## src/rtl/bedw_pkg.sv

```systemverilog
package bedw_pkg;

    // line store geometry
    localparam int MAX_WIDTH = 1024;
    localparam int ADDR_W    = $clog2(MAX_WIDTH);

    // column counter compare width, wide enough for the 11-bit width register
    localparam int CNT_W = (ADDR_W + 1 > 11) ? ADDR_W + 1 : 11;

    // window shape: five columns of five rows
    localparam int WIN_H     = 5;
    localparam int NUM_CELLS = 5;
    localparam int STORE_W   = WIN_H - 1;

    // configuration register indexes
    typedef enum logic [1:0] {
        CFG_LARGE_KERNEL = 2'd0,
        CFG_OPERATION    = 2'd1,
        CFG_FRAME_WIDTH  = 2'd2,
        CFG_FRAME_HEIGHT = 2'd3
    } t_cfg_idx;

    // running and/or reduction handed from cell to cell
    typedef struct packed {
        logic all_fg;
        logic any_fg;
    } t_chain;

endpackage

```

## src/rtl/bedw_cell.sv

```systemverilog
module bedw_cell (
    input  logic                           i_clk,
    input  logic                           i_rst_n,
    input  logic                           i_shift,
    input  logic                           i_active,
    input  logic                           i_large,
    input  logic [bedw_pkg::WIN_H-1:0]     i_col,
    input  bedw_pkg::t_chain               i_chain,
    output logic [bedw_pkg::WIN_H-1:0]     o_col,
    output bedw_pkg::t_chain               o_chain
);

    logic [bedw_pkg::WIN_H-1:0] r_col;
    logic [bedw_pkg::WIN_H-1:0] row_mask;
    logic [bedw_pkg::WIN_H-1:0] masked;
    logic                       col_all;
    logic                       col_any;

    // window column held by this cell, taken from the neighbour on each item
    always_ff @(posedge i_clk) begin
        if (!i_rst_n) begin
            r_col <= '0;
        end else if (i_shift) begin
            r_col <= i_col;
        end
    end

    // reduction over the column that enters this cell with the current item
    always_comb begin
        row_mask = i_large ? {bedw_pkg::WIN_H{1'b1}} : bedw_pkg::WIN_H'(3'b111);
        masked   = i_col & row_mask;
        col_all  = (masked == row_mask);
        col_any  = |masked;
        o_chain.all_fg = i_chain.all_fg & (~i_active | col_all);
        o_chain.any_fg = i_chain.any_fg | (i_active & col_any);
    end

    assign o_col = r_col;

endmodule

```

## config.mk

```make
export PLATFORM = sky130hd
export DESIGN_NAME = bedw_cell
export DESIGN_NICKNAME = d
export VERILOG_FILES = /design/src/rtl/bedw_pkg.sv /design/src/rtl/bedw_cell.sv
export SDC_FILE = /design/constraint.sdc
export NUM_CORES = 1
export LEC_CHECK = 0
export BUFFER_PORTS_ARGS = -buffer_cell sky130_fd_sc_hd__buf_2
export CAP_MARGIN = 0
export CORE_AREA = 4 4 41 43
export CTS_BUF_LIST = sky130_fd_sc_hd__clkbuf_4
export DETAILED_ROUTE_END_ITERATION = 12
export DIE_AREA = 0 0 45 47
export GPL_ROUTABILITY_DRIVEN = 0
export PLACE_DENSITY_LB_ADDON = 0.08
export SETUP_SLACK_MARGIN = 0.4
export SLEW_MARGIN = 20
export SYNTH_ARGS = -nofsm -noshare
export SYNTH_HDL_FRONTEND = slang
export SYNTH_SLANG_ARGS = --single-unit
```

## constraint.sdc

```tcl
create_clock -name i_clk -period 0.8 [get_ports i_clk]
set_clock_uncertainty 0.15 [all_clocks]
set_input_delay 0.08 -clock i_clk [delete_from_list [all_inputs] [get_ports i_clk]]
set_output_delay 0.08 -clock i_clk [all_outputs]
set_load 0.03 [all_outputs]
```

# Word level (Yosys, flattened, before mapping)
# Cells that the tools add are included.
[word_totals] ram_bits=0 in_bits=12 latchBits=0 rom_bits=0 output_inout_bits=7 register_bits=5 n_memories=0
[classes] n_addsub=0 multipliers=0 n_reduce_logical=1 n_div=0 bitwise_logic=6 shifts=0 magnitude_cmp=0 eq_ne=1 mux=1
[ops] cell="5-bit bitwise AND" count=1
[ops] cell="5-bit == test" count=1
[ops] cell="5-bit 2-to-1 mux" count=1
[ops] cell="5-bit OR reduction" count=1
[ops] cell="1-bit bitwise AND" count=2
[ops] cell="1-bit OR" count=2
[ops] cell="1-bit inverter" count=1

# Logic depth before layout (Yosys ltp)
[logic_depth] depth_word=5 mapped_depth=3 mapped_depth_nobuf=2

# Worst setup path after synthesis
# Ideal clock, no wire load.
[synth_timing] kind="input to output" startpoint="input port i_large" endpoint="output port o_chain[1] (netlist bit)" t_arrival_ns=0.692 setup_slack_ns=-0.122 required_time_ns=0.570 path_stages=2 path_buffers=0 path_cell_list="a21boi_0 > o22ai_1"
[synth_lines] element="start: declaration" line_no="bedw_cell.sv:6" source="input logic i_large,"
[synth_lines] element="end: declaration" line_no="bedw_cell.sv:10" source="output bedw_pkg::t_chain o_chain"

# Worst setup path after layout
[layout_timing] startpoint="register r_col (netlist bit o_col[3])" endpoint="output port o_col[3] (netlist bit)"
[layout_lines] element="start: declaration" line_no="bedw_cell.sv:13" source="logic [bedw_pkg::WIN_H-1:0] r_col;"
[layout_lines] element="start signal: assignment" line_no="bedw_cell.sv:24" source="r_col <= i_col;"
[layout_lines] element="end: declaration" line_no="bedw_cell.sv:9" source="output logic [bedw_pkg::WIN_H-1:0] o_col,"
# No word-level cell between the ends.

==> impl_results.md <==
* Boundary pin count at 19
* XOR/XNOR share of the synthesized area at 0%
* FP Rows at 13
* Initial Util at 18.17%
* Drt pass-1 iters at 2
* Simple-gate share of the synthesized area at 20.11%
* Setup ws final at -0.1329 ns
* Hold path endpoint: o_col[4]
* Multiplexer area fraction after synthesis at about a fifth
* Largest register FFs at 5
* Slew @ Worst Pin at 0.2014 ns
* Skew-Pair Late Insertion Delay at 0.24 ns
* CTS root buffer: clkbuf_4
* Largest net degree at the start of global routing at 6
* Placed cells at 59
* Seq/Total Area, Yosys at 42.33%
* Area Overhead vs Synth at 124.3%
* Worst path bufs/invs at 1
* H-Tree Depth at 1
* Synth Area in Compound Gates at 10.05%
* Total wire length at 699 um
* Maximum fanout along the worst path at 2
* Gr usage total at 7.352%
* Failing checks: negative hold slack, negative setup slack
* Final Cycle Share at 116.6%
* Core Footprint at 1301 um^2
* FF-to-FF End: o_col[0]
* Post-route insts no fill at 64
* Final nets at 62
* Minimum clock period at 0.9329 ns
* Worst-path clk slew at 0.04 ns
* Syn Nets at 36
* Endpoints failing hold at 5
* Final Slew Violations at 0
* Number of port buffers at 18
* Hold Crit Depth at 2
* Die Footprint at between 2000 and 2500 um^2
* CTS tree: yes
* Most frequent cells in the layout: buf_6 (11), mux2i_1 (5), nor2b_1 (5), buf_2 (5), dfxtp_4 (5)
* Main combinational cell family by area after synthesis: multiplexers
* Max stage delay cell, worst path: dfxtp_4
* Post-Syn Area at 236.5 um^2
* Commonest non-fill, non-tap cell in the layout: buf_6
* Vias in the first global route at around 250
* Avg Cell Area, Syn at ~9.9 um^2
* Min-delay src: i_rst_n
* Diodes inserted at 0
* Peak Freq at around 1.1 GHz
* Chip Width at 45 um
* Vias per cell at 4.172
* Leakage power at 0.0002415 uW
* Crit Path Category: flip-flop to primary output
* Routed len/inst at 10.92 um
* CP delay by family, top: flip-flops
* CP arrival at 0.70 ns
* Power Dens Cells at 1530 nW/um^2
* Post-route cell area at roughly 530 um^2
* Unique masters post-synth at 12
* CP max stage delay at 0.33 ns
* Layout cells sized above 1 at a little under three quarters
* R2r worst-path depth at 2
* Yosys reg bits at 5
* Max-cap violations at 0
* Synth Area in Adders at 0%
* Wire length of the first global-routing pass at 1048 um
* Die extent in y at 47 um
* Reg2reg start: o_col[0]
* # DRC at 0
* Num CTS Buffers at 3
* Largest area contributor in the netlist: dfxtp_1
* Hold Slack at -0.04759 ns
* Status: finished with violations
* Worst path required time at 0.57 ns
* Post-synth top area share at about 42%
* Iter 0 DRT Violations at 3
* Yosys warns at 0
* Hold WC Path Type: primary input to flip-flop
* Final setup fails at 7
* Clock buffer depth at 2
* Placed Area at 400.4 um^2
* Maximum VDD drop at 569.4 uV
* FF-to-FF setup slack at about 0.010 ns
* CP cell instances: buf_6
* Grt total ovfl at 0
* Via count at about 270
* RSZ-0062 raised after global routing: true
* Slew margin rel. at 86.48%
* Initial antenna violation count at 0
* Post-synthesis cell count at 24
* DRT antenna net count at 0
* Clock sink total at 5
* # fillers at 143
* Design Power at approximately 810 uW
* Synth area leaders: dfxtp_1 (42%), mux2i_1 (21%), nor2b_1 (13%), buf_6 (4.8%), a21boi_0 (3.2%)
* Critical Path Start Type: flip-flop
* Crit. End Element: primary output
[cell families after synthesis]
family	after synthesis
DFF	5
buffers and inverters	2
and+or+nand+nor	8
muxes	5
AOI/OAI and AO/OA	4
[layer usage]
metal  share of wire [%]  up-vias  GRT usage (%)
met2                  56        9          12.15
met5                   0        -              0
met1                  35      124          7.062
met4                   0        0          8.772
met3                 9.2        0          1.533
li1                    -      134              -
[area by class of cell]
class                      count  area, um^2  share of cell area, %
multi-input combinational     17       150.1                  28.30
inverter                       1       3.754                 0.7075
sequential                     5       118.9                  22.41
clock buffer                   4       30.03                  5.660
tap                           15       18.77                  3.538
timing repair buffer          22       209.0                  39.39
[worst max-delay path by stage]
| stage | startpoint | endpoint | slack, ns | cells past startpoint |
|---|---|---|---|---|
| after floorplan | o_col[0] | o_col[0] | 0.01 | 2 |
| after global placement | i_col[0] | o_chain[0] | -0.15 | 4 |
| after detailed placement | i_col[0] | o_chain[0] | -0.17 | 4 |
| after CTS | o_col[4] | o_col[4] | -0.15 | 1 |
| after global routing | o_col[3] | o_col[3] | -0.15 | 1 |
| final | o_col[3] | o_col[3] | -0.13 | 1 |
[power by group]
part | total [uW] | switching, uW | internal, uW
clock | 318 | 96.3 | 222
sequential | 268 | 9.35 | 259
combinational | 225 | 102 | 123
total | 812 | 208 | 604
[Yosys cell counts (all sizes together)]
library cell and count:
a21boi 1, o21ai 1, nand4 1, o22ai 1, mux2i 5, inv 1
dfxtp 5, a21oi 1, buf 1, nor4 1, nor2b 5, nor2 1
[what timing repair did]
action | CTS | global route
hold endpoints to repair | 5 | 5
pin swaps | 4 | 2
setup buffers | 0 | 1
cloned | 0 | 0
resized for setup | 27 | 1
endpoints found under the setup margin | 12 | 12
[through the flow]
step	utilization, %	setup slack, ns	setup TNS, ns
final	40.77	-0.1329	-0.7673
after global routing	40.77	-0.1532	-1.022
after CTS	39.90	-0.1475	-0.8509
after detailed placement	30.77	-0.1674	-0.3100
after global placement	30.77	-0.1527	-0.2966
after floorplan	-	0.009807	0
No activity file was read; power rests on OpenSTA's default activity.
