`config.mk`:
```
export PLATFORM = sky130hd
export DESIGN_NAME = bedw_line_store
export DESIGN_NICKNAME = d
export VERILOG_FILES = /design/src/rtl/bedw_pkg.sv /design/src/rtl/bedw_line_store.sv
export SDC_FILE = /design/constraint.sdc
export NUM_CORES = 2
export LEC_CHECK = 0
export BUFFER_PORTS_ARGS = -buffer_cell sky130_fd_sc_hd__buf_2
export CAP_MARGIN = 25
export CORE_AREA = 10 10 614 616
export DETAILED_ROUTE_END_ITERATION = 8
export DIE_AREA = 0 0 624 626
export SYNTH_ARGS = -nofsm -noshare
export SYNTH_HDL_FRONTEND = slang
export SYNTH_SLANG_ARGS = --single-unit
```
`constraint.sdc`:
```
create_clock -name i_clk -period 21.9 [get_ports i_clk]
set_input_delay 2.19 -clock i_clk [delete_from_list [all_inputs] [get_ports i_clk]]
set_output_delay 2.19 -clock i_clk [all_outputs]
set_load 0.01 [all_outputs]
```
`src/rtl/bedw_pkg.sv`:
```
package bedw_pkg;

    // line store geometry
    localparam int MAX_WIDTH = 1024;
    localparam int ADDR_W    = $clog2(MAX_WIDTH);

    // column counter compare width, wide enough for the 11-bit width register
    localparam int CNT_W = (ADDR_W + 1 > 11) ? ADDR_W + 1 : 11;

    // window shape: five columns of five rows
    localparam int WIN_H     = 5;
    localparam int NUM_CELLS = 5;
    localparam int STORE_W   = WIN_H - 1;

    // configuration register indexes
    typedef enum logic [1:0] {
        CFG_LARGE_KERNEL = 2'd0,
        CFG_OPERATION    = 2'd1,
        CFG_FRAME_WIDTH  = 2'd2,
        CFG_FRAME_HEIGHT = 2'd3
    } t_cfg_idx;

    // running and/or reduction handed from cell to cell
    typedef struct packed {
        logic all_fg;
        logic any_fg;
    } t_chain;

endpackage

```
`src/rtl/bedw_line_store.sv`:
```
module bedw_line_store (
    input  logic                              i_clk,
    input  logic                              i_rst_n,
    input  logic                              i_we,
    input  logic [bedw_pkg::ADDR_W-1:0]       i_waddr,
    input  logic [bedw_pkg::STORE_W-1:0]      i_wdata,
    input  logic [bedw_pkg::ADDR_W-1:0]       i_raddr,
    output logic [bedw_pkg::STORE_W-1:0]      o_rdata,
    output logic                              o_busy
);

    logic [bedw_pkg::STORE_W-1:0] r_mem [bedw_pkg::MAX_WIDTH];
    logic [bedw_pkg::STORE_W-1:0] r_rdata;
    logic                         r_busy;
    logic [bedw_pkg::ADDR_W-1:0]  r_clr_addr;
    logic                         n_busy;
    logic [bedw_pkg::ADDR_W-1:0]  n_clr_addr;

    // clearing pass sequencing
    always_comb begin
        n_busy     = r_busy;
        n_clr_addr = r_clr_addr;
        if (r_busy) begin
            n_clr_addr = r_clr_addr + 1'b1;
            if (r_clr_addr == bedw_pkg::ADDR_W'(bedw_pkg::MAX_WIDTH - 1)) begin
                n_busy = 1'b0;
            end
        end
    end

    always_ff @(posedge i_clk) begin
        if (!i_rst_n) begin
            r_busy     <= 1'b1;
            r_clr_addr <= '0;
        end else begin
            r_busy     <= n_busy;
            r_clr_addr <= n_clr_addr;
        end
    end

    // write port: zeros during the clearing pass, pixel history afterwards
    always_ff @(posedge i_clk) begin
        if (r_busy) begin
            r_mem[r_clr_addr] <= '0;
        end else if (i_we) begin
            r_mem[i_waddr] <= i_wdata;
        end
    end

    // registered read port
    always_ff @(posedge i_clk) begin
        r_rdata <= r_mem[i_raddr];
    end

    assign o_rdata = r_rdata;
    assign o_busy  = r_busy;

endmodule

```
# Word-level counts from Yosys, hierarchy flattened
# Memory sizes are Yosys's and may differ from the RTL's. A register that Yosys moved wholly into a read port is not among the register bits.
# Index checks and enable logic that the tools add are counted.
[word_totals]
register_bits = 11
memories = 1
wordCells = 16
ramBits = 4096
out_inout_bits = 5
input_bits = 27
[op_classes]
muxes = 10
n_eq_ne = 1
reduce_logical = 1
addsub = 1
[memory_table]
columns = ["name", "words", "width", "read_ports", "rd_ports_with_merged_regs", "wr", "line", "text"]
rows = [
  ["r_mem", 1024, 4, 1, 1, 1, "bedw_line_store.sv:12", "logic [bedw_pkg::STORE_W-1:0] r_mem [bedw_pkg::MAX_WIDTH];"],
]
[ops]
columns = ["op", "n"]
rows = [
  ["10-bit by 1-bit adder with 10-bit output (second input constant)", 1],
  ["10-bit == test (second input constant)", 1],
  ["10-bit two-way mux", 1],
  ["1-bit two-way mux", 8],
  ["4-bit two-way mux", 1],
  ["4-bit OR reduction", 1],
]

# Depth between registers and ports, before layout
[depth]
ltp_word = 5
mapped_depth = 16
ltp_nobuf = 8

# Least setup slack after synthesis
# OpenSTA, ideal clock, no wires.
[synth_path]
path_kind = "in2reg"
start = "in i_we"
end = "mem r_mem[0][0] in the netlist's numbering (data pin)"
setup_ns = 2.869
arrival_ns = 15.736
path_slack_ns = 3.295
n_path_buf = 2
cell_stages = 4
path_cell_list = "nor2b_1 -> clkbuf_1 -> clkbuf_1 -> and2_1"
[synth_via]
elab_chain_cells = 5
[synth_rtl]
columns = ["item", "line", "text"]
rows = [
  ["start, declared", "bedw_line_store.sv:4", "input logic i_we,"],
  ["1-bit two-way mux", "bedw_line_store.sv:45", "end else if (i_we) begin"],
  ["1-bit two-way mux", "bedw_line_store.sv:43", "if (r_busy) begin"],
  ["1-bit two-way mux (not written as such)", "bedw_line_store.sv:46", "r_mem[i_waddr] <= i_wdata;"],
  ["4-bit OR reduction (no line)", "-", ""],
  ["4-bit two-way mux (no line)", "-", ""],
  ["end, declared", "bedw_line_store.sv:12", ""],
]
# No other way between the ends.

==> metrics.md <==
| Metric | Value |
|---|---|
| Initial antenna violation count | `between 40 and 50` |
| Max-slew violation total from the final report | `0` |
| Count of yosys warnings during synthesis | `0` |
| Fraction of post-synthesis cell area in the top cell type by area | `about three quarters` |
| Overall overflow remaining after global route | `0` |
| Origin of the critical flop-to-flop path | `o_busy` |
| Total of max-cap violations | `0` |
| Kind of end point of the critical path | `register` |
| Root buffer cell | `sky130_fd_sc_hd__clkbuf_16` |
| Count of cell types in the netlist | `91` |
| Buffer levels on the longest clock path | `4` |
| Layout Cells excl Fill | `13780` |
| Minimum hold slack | `around 0.53 ns` |
| Dominant cells by area after synthesis | `sky130_fd_sc_hd__edfxtp_1 75%, sky130_fd_sc_hd__mux4_2 11%, sky130_fd_sc_hd__mux2i_1 2.9%` |
| Detailed-route vias per instance | `about 6.3` |
| Kind of critical path | `input pin to register` |
| Final Wtd Congestion | `0.8211` |
| Synthesis-to-layout area growth | `11.64%` |
| Post-Synthesis Mean Instance Area | `roughly 19 um^2` |
| Least-Margin Pin Slew | `about 1.2 ns` |
| Cell taking the most area after synthesis | `sky130_fd_sc_hd__edfxtp_1` |
| Width of the die | `624 um` |
| Number of DRC violations after detailed routing | `0` |
| Total half-perimeter wirelength after legalization and detailed placement | `around 280 mm` |
| IO buf count | `31` |
| Cell Rows | `~220` |
| Number of buffers added for setup after CTS | `0` |
| Global-route total usage across every layer | `23.64%` |
| Final Power | `between 15 and 20 mW` |
| Number of DRC violations after detailed-routing iteration 0 | `11940` |
| Final hold violation count | `0` |
| Filler Cell Count | `approximately 29000` |
| Worst stage delay on the critical path | `about 0.74 ns` |
| Mapped cell area | `roughly 160000 um^2` |
| Commonest register cell after synthesis | `sky130_fd_sc_hd__edfxtp_1` |
| Kind of launch point of the worst setup path | `input pin` |
| Vertical die dimension | `roughly 630 um` |
| Setup slack of the critical path after layout | `roughly 14 ns` |
| Core Util, Final | `~50%` |
| Pre-CTS setup slack | `roughly 13 ns` |
| RSZ-0062 raised after global routing | `no` |
| TritonCTS clock tree | `done` |
| Largest net degree at the start of global routing | `about 220` |
| Clock latency reported for the late side of the worst-skew pair | `0.96 ns` |
| Layout cell share with drive strength beyond 1 | `about a fifth` |
| Flops & latches, synth | `approximately 4100` |
| Async set-or-reset flop fraction in the synthesized netlist | `0%` |
| Total via count in the routed design | `roughly 87000` |
| Wire length per cell | `between 30 and 40 um` |
| Synthesized Nets | `8519` |
| Outcome | `completed` |
| Number of global-route vias before repair | `between 80000 and 90000` |
| Count of mapped cells out of synthesis | `roughly 8500` |
| Number of gates resized after CTS | `0` |
| # H-tree levels | `5` |
| Hold WC Path Type | `register to register` |
| Count of pins on the block boundary | `32` |
| CTS Hold Buffers Added | `0` |
| Rel. slew slack | `21.50%` |
| Standby leakage power | `61.49 nW` |
| Crit share post-route | `35.48%` |
| Placed Cells | `between 10000 and 15000` |
| Setup tns final | `0 ns` |
| Placed Instance Area | `approximately 170000 um^2` |
| Clock buffer count from CTS | `418` |
| Most numerous cell types in the synthesized netlist | `4096 x sky130_fd_sc_hd__edfxtp_1, 1151 x sky130_fd_sc_hd__nor2_1, 811 x sky130_fd_sc_hd__mux4_2` |
| Power per Cell Area | `89.08 nW/um^2` |
| First-pass GRT wire length | `666.0 mm` |
| Number of iterations in the first detailed-routing pass | `6` |
| Worst-path cell chain | `buf_12, buf_4, buf_4, buf_12, buf_12, mux4_2, mux4_2, nor2_1, o21ai_0, nand4_1, a41oi_1, or4_1` |
| Aggregate routed wire length | `473.7 mm` |
| Count of flip-flops with a built-in enable after synthesis | `about 4100` |
| VDD IR-drop max | `roughly 0.07 mV` |
| Worst clock skew | `0.07148 ns` |
| Shortest period the worst path allows | `about 7.8 ns` |
| Final #Nets | `approximately 8600` |
| Cell type with the highest occurrence count on the critical path | `sky130_fd_sc_hd__buf_12` |
| Crit path DAT | `approximately 8.6 ns` |
| Final setup viols | `0` |
| Hold path startpoint | `r_clr_addr[7]` |
| Sequential fraction of the synthesis area | `about three quarters` |
| Startpoint of the most critical setup path | `i_raddr[0]` |
| Number of sinks handled by clock tree synthesis | `about 4000` |
| Master of the slowest instance on the critical path | `sky130_fd_sc_hd__buf_4` |
| Highest attainable clock frequency | `0.1287 GHz` |
| Most frequent cell after synthesis | `sky130_fd_sc_hd__edfxtp_1` |
| Critical Path RT | `~23 ns` |
| Effective utilization at floorplan | `between 40% and 50%` |
| Antenna Nets Post-Route | `0` |
| Core region area | `around 360000 um^2` |
| Area enclosed by the die boundary | `between 300000 and 400000 um^2` |
| Total non-filler cell area in the finished layout | `182300 um^2` |
| Clock slew seen by the registers of the worst setup and hold paths | `~0.060 ns` |
| Largest fanout on the critical path | `104` |
-- final cells by class --
class | count | area [um^2] | area share [%]
Antenna cell | 14 | 35.03 | 0.01921
Clock buffer | 513 | 10880 | 5.966
Clock inverter | 245 | 2624 | 1.439
Inverter | 12 | 57.56 | 0.03156
Multi-Input combinational cell | 3769 | 36840 | 20.20
Sequential cell | 4111 | 123300 | 67.62
Tap cell | 4816 | 6026 | 3.305
Timing Repair Buffer | 298 | 2581 | 1.416
-- per-layer routing --
metal	routed length [um]	GRT usage, %
met5	110	0.1570
met4	19010	8.565
met3	51060	5.781
met2	219300	36.65
met1	184300	32.76
-- where the power goes --
part	switching, mW	internal (mW)
Clock	3.03	4.04
Combinational	0.419	0.222
Sequential	0.00707	8.52
Total	3.45	12.8
-- layout by cell type (no fill, tap or decap), types with 20 or more instances in the layout --
cell type	Yosys	layout
sky130_fd_sc_hd__edfxtp_1	4096	4096
sky130_fd_sc_hd__nor2_1	1151	1145
sky130_fd_sc_hd__mux4_2	811	811
sky130_fd_sc_hd__mux2i_1	468	468
sky130_fd_sc_hd__clkbuf_16	0	420
sky130_fd_sc_hd__buf_4	51	227
sky130_fd_sc_hd__nand2_1	196	174
sky130_fd_sc_hd__a21oi_1	145	145
sky130_fd_sc_hd__o221ai_1	140	140
sky130_fd_sc_hd__o22ai_1	124	124
sky130_fd_sc_hd__a22oi_1	96	96
sky130_fd_sc_hd__clkbuf_1	257	91
sky130_fd_sc_hd__clkinv_1	1	81
sky130_fd_sc_hd__o21ai_0	79	76
sky130_fd_sc_hd__clkinv_2	0	71
sky130_fd_sc_hd__nor3_1	64	62
sky130_fd_sc_hd__bufinv_16	0	43
sky130_fd_sc_hd__a221oi_1	38	38
sky130_fd_sc_hd__nand3_1	44	32
sky130_fd_sc_hd__a22o_1	32	32
sky130_fd_sc_hd__a211oi_1	34	31
sky130_fd_sc_hd__buf_2	101	29
sky130_fd_sc_hd__nand4_1	26	26
sky130_fd_sc_hd__mux2_2	25	25
sky130_fd_sc_hd__and2_1	27	22
sky130_fd_sc_hd__nor4_1	27	21
sky130_fd_sc_hd__mux4_1	20	20
sky130_fd_sc_hd__clkinvlp_4	0	20
-- logic make-up after synthesis --
logic type | after synthesis | share of synthesized area (%)
flops | 4111 | 75.49
mux | 1326 | 14.56
xor+xnor | 7 | 0.03754
simple gates | 1632 | 4.164
fa+ha+maj | 1 | 0.007660
buf+inv | 611 | 2.271
compound gates | 803 | 3.467
-- path summary, 6_finish.rpt --
check	depth (start not counted)	endpoint	slack, ns
setup / recovery	12	o_rdata[0]	14.13
setup reg to reg	5	r_mem[118][1]	16.81
hold / removal	2	r_clr_addr[7]	0.53
hold reg to reg	2	r_clr_addr[7]	0.53
-- state kept, by name (all words and copies together) (netlist names) --
name / count
r_mem: 4096
o_busy: 1
o_rdata: 4
r_clr_addr: 10
-- worst max-delay path: cells and delay by family --
kind,cells,cell delay (ns)
compound gates,2,0.34
buf+inv,5,3.30
simple gates,3,1.14
mux,2,1.12
(Power assumes the default switching activity.)
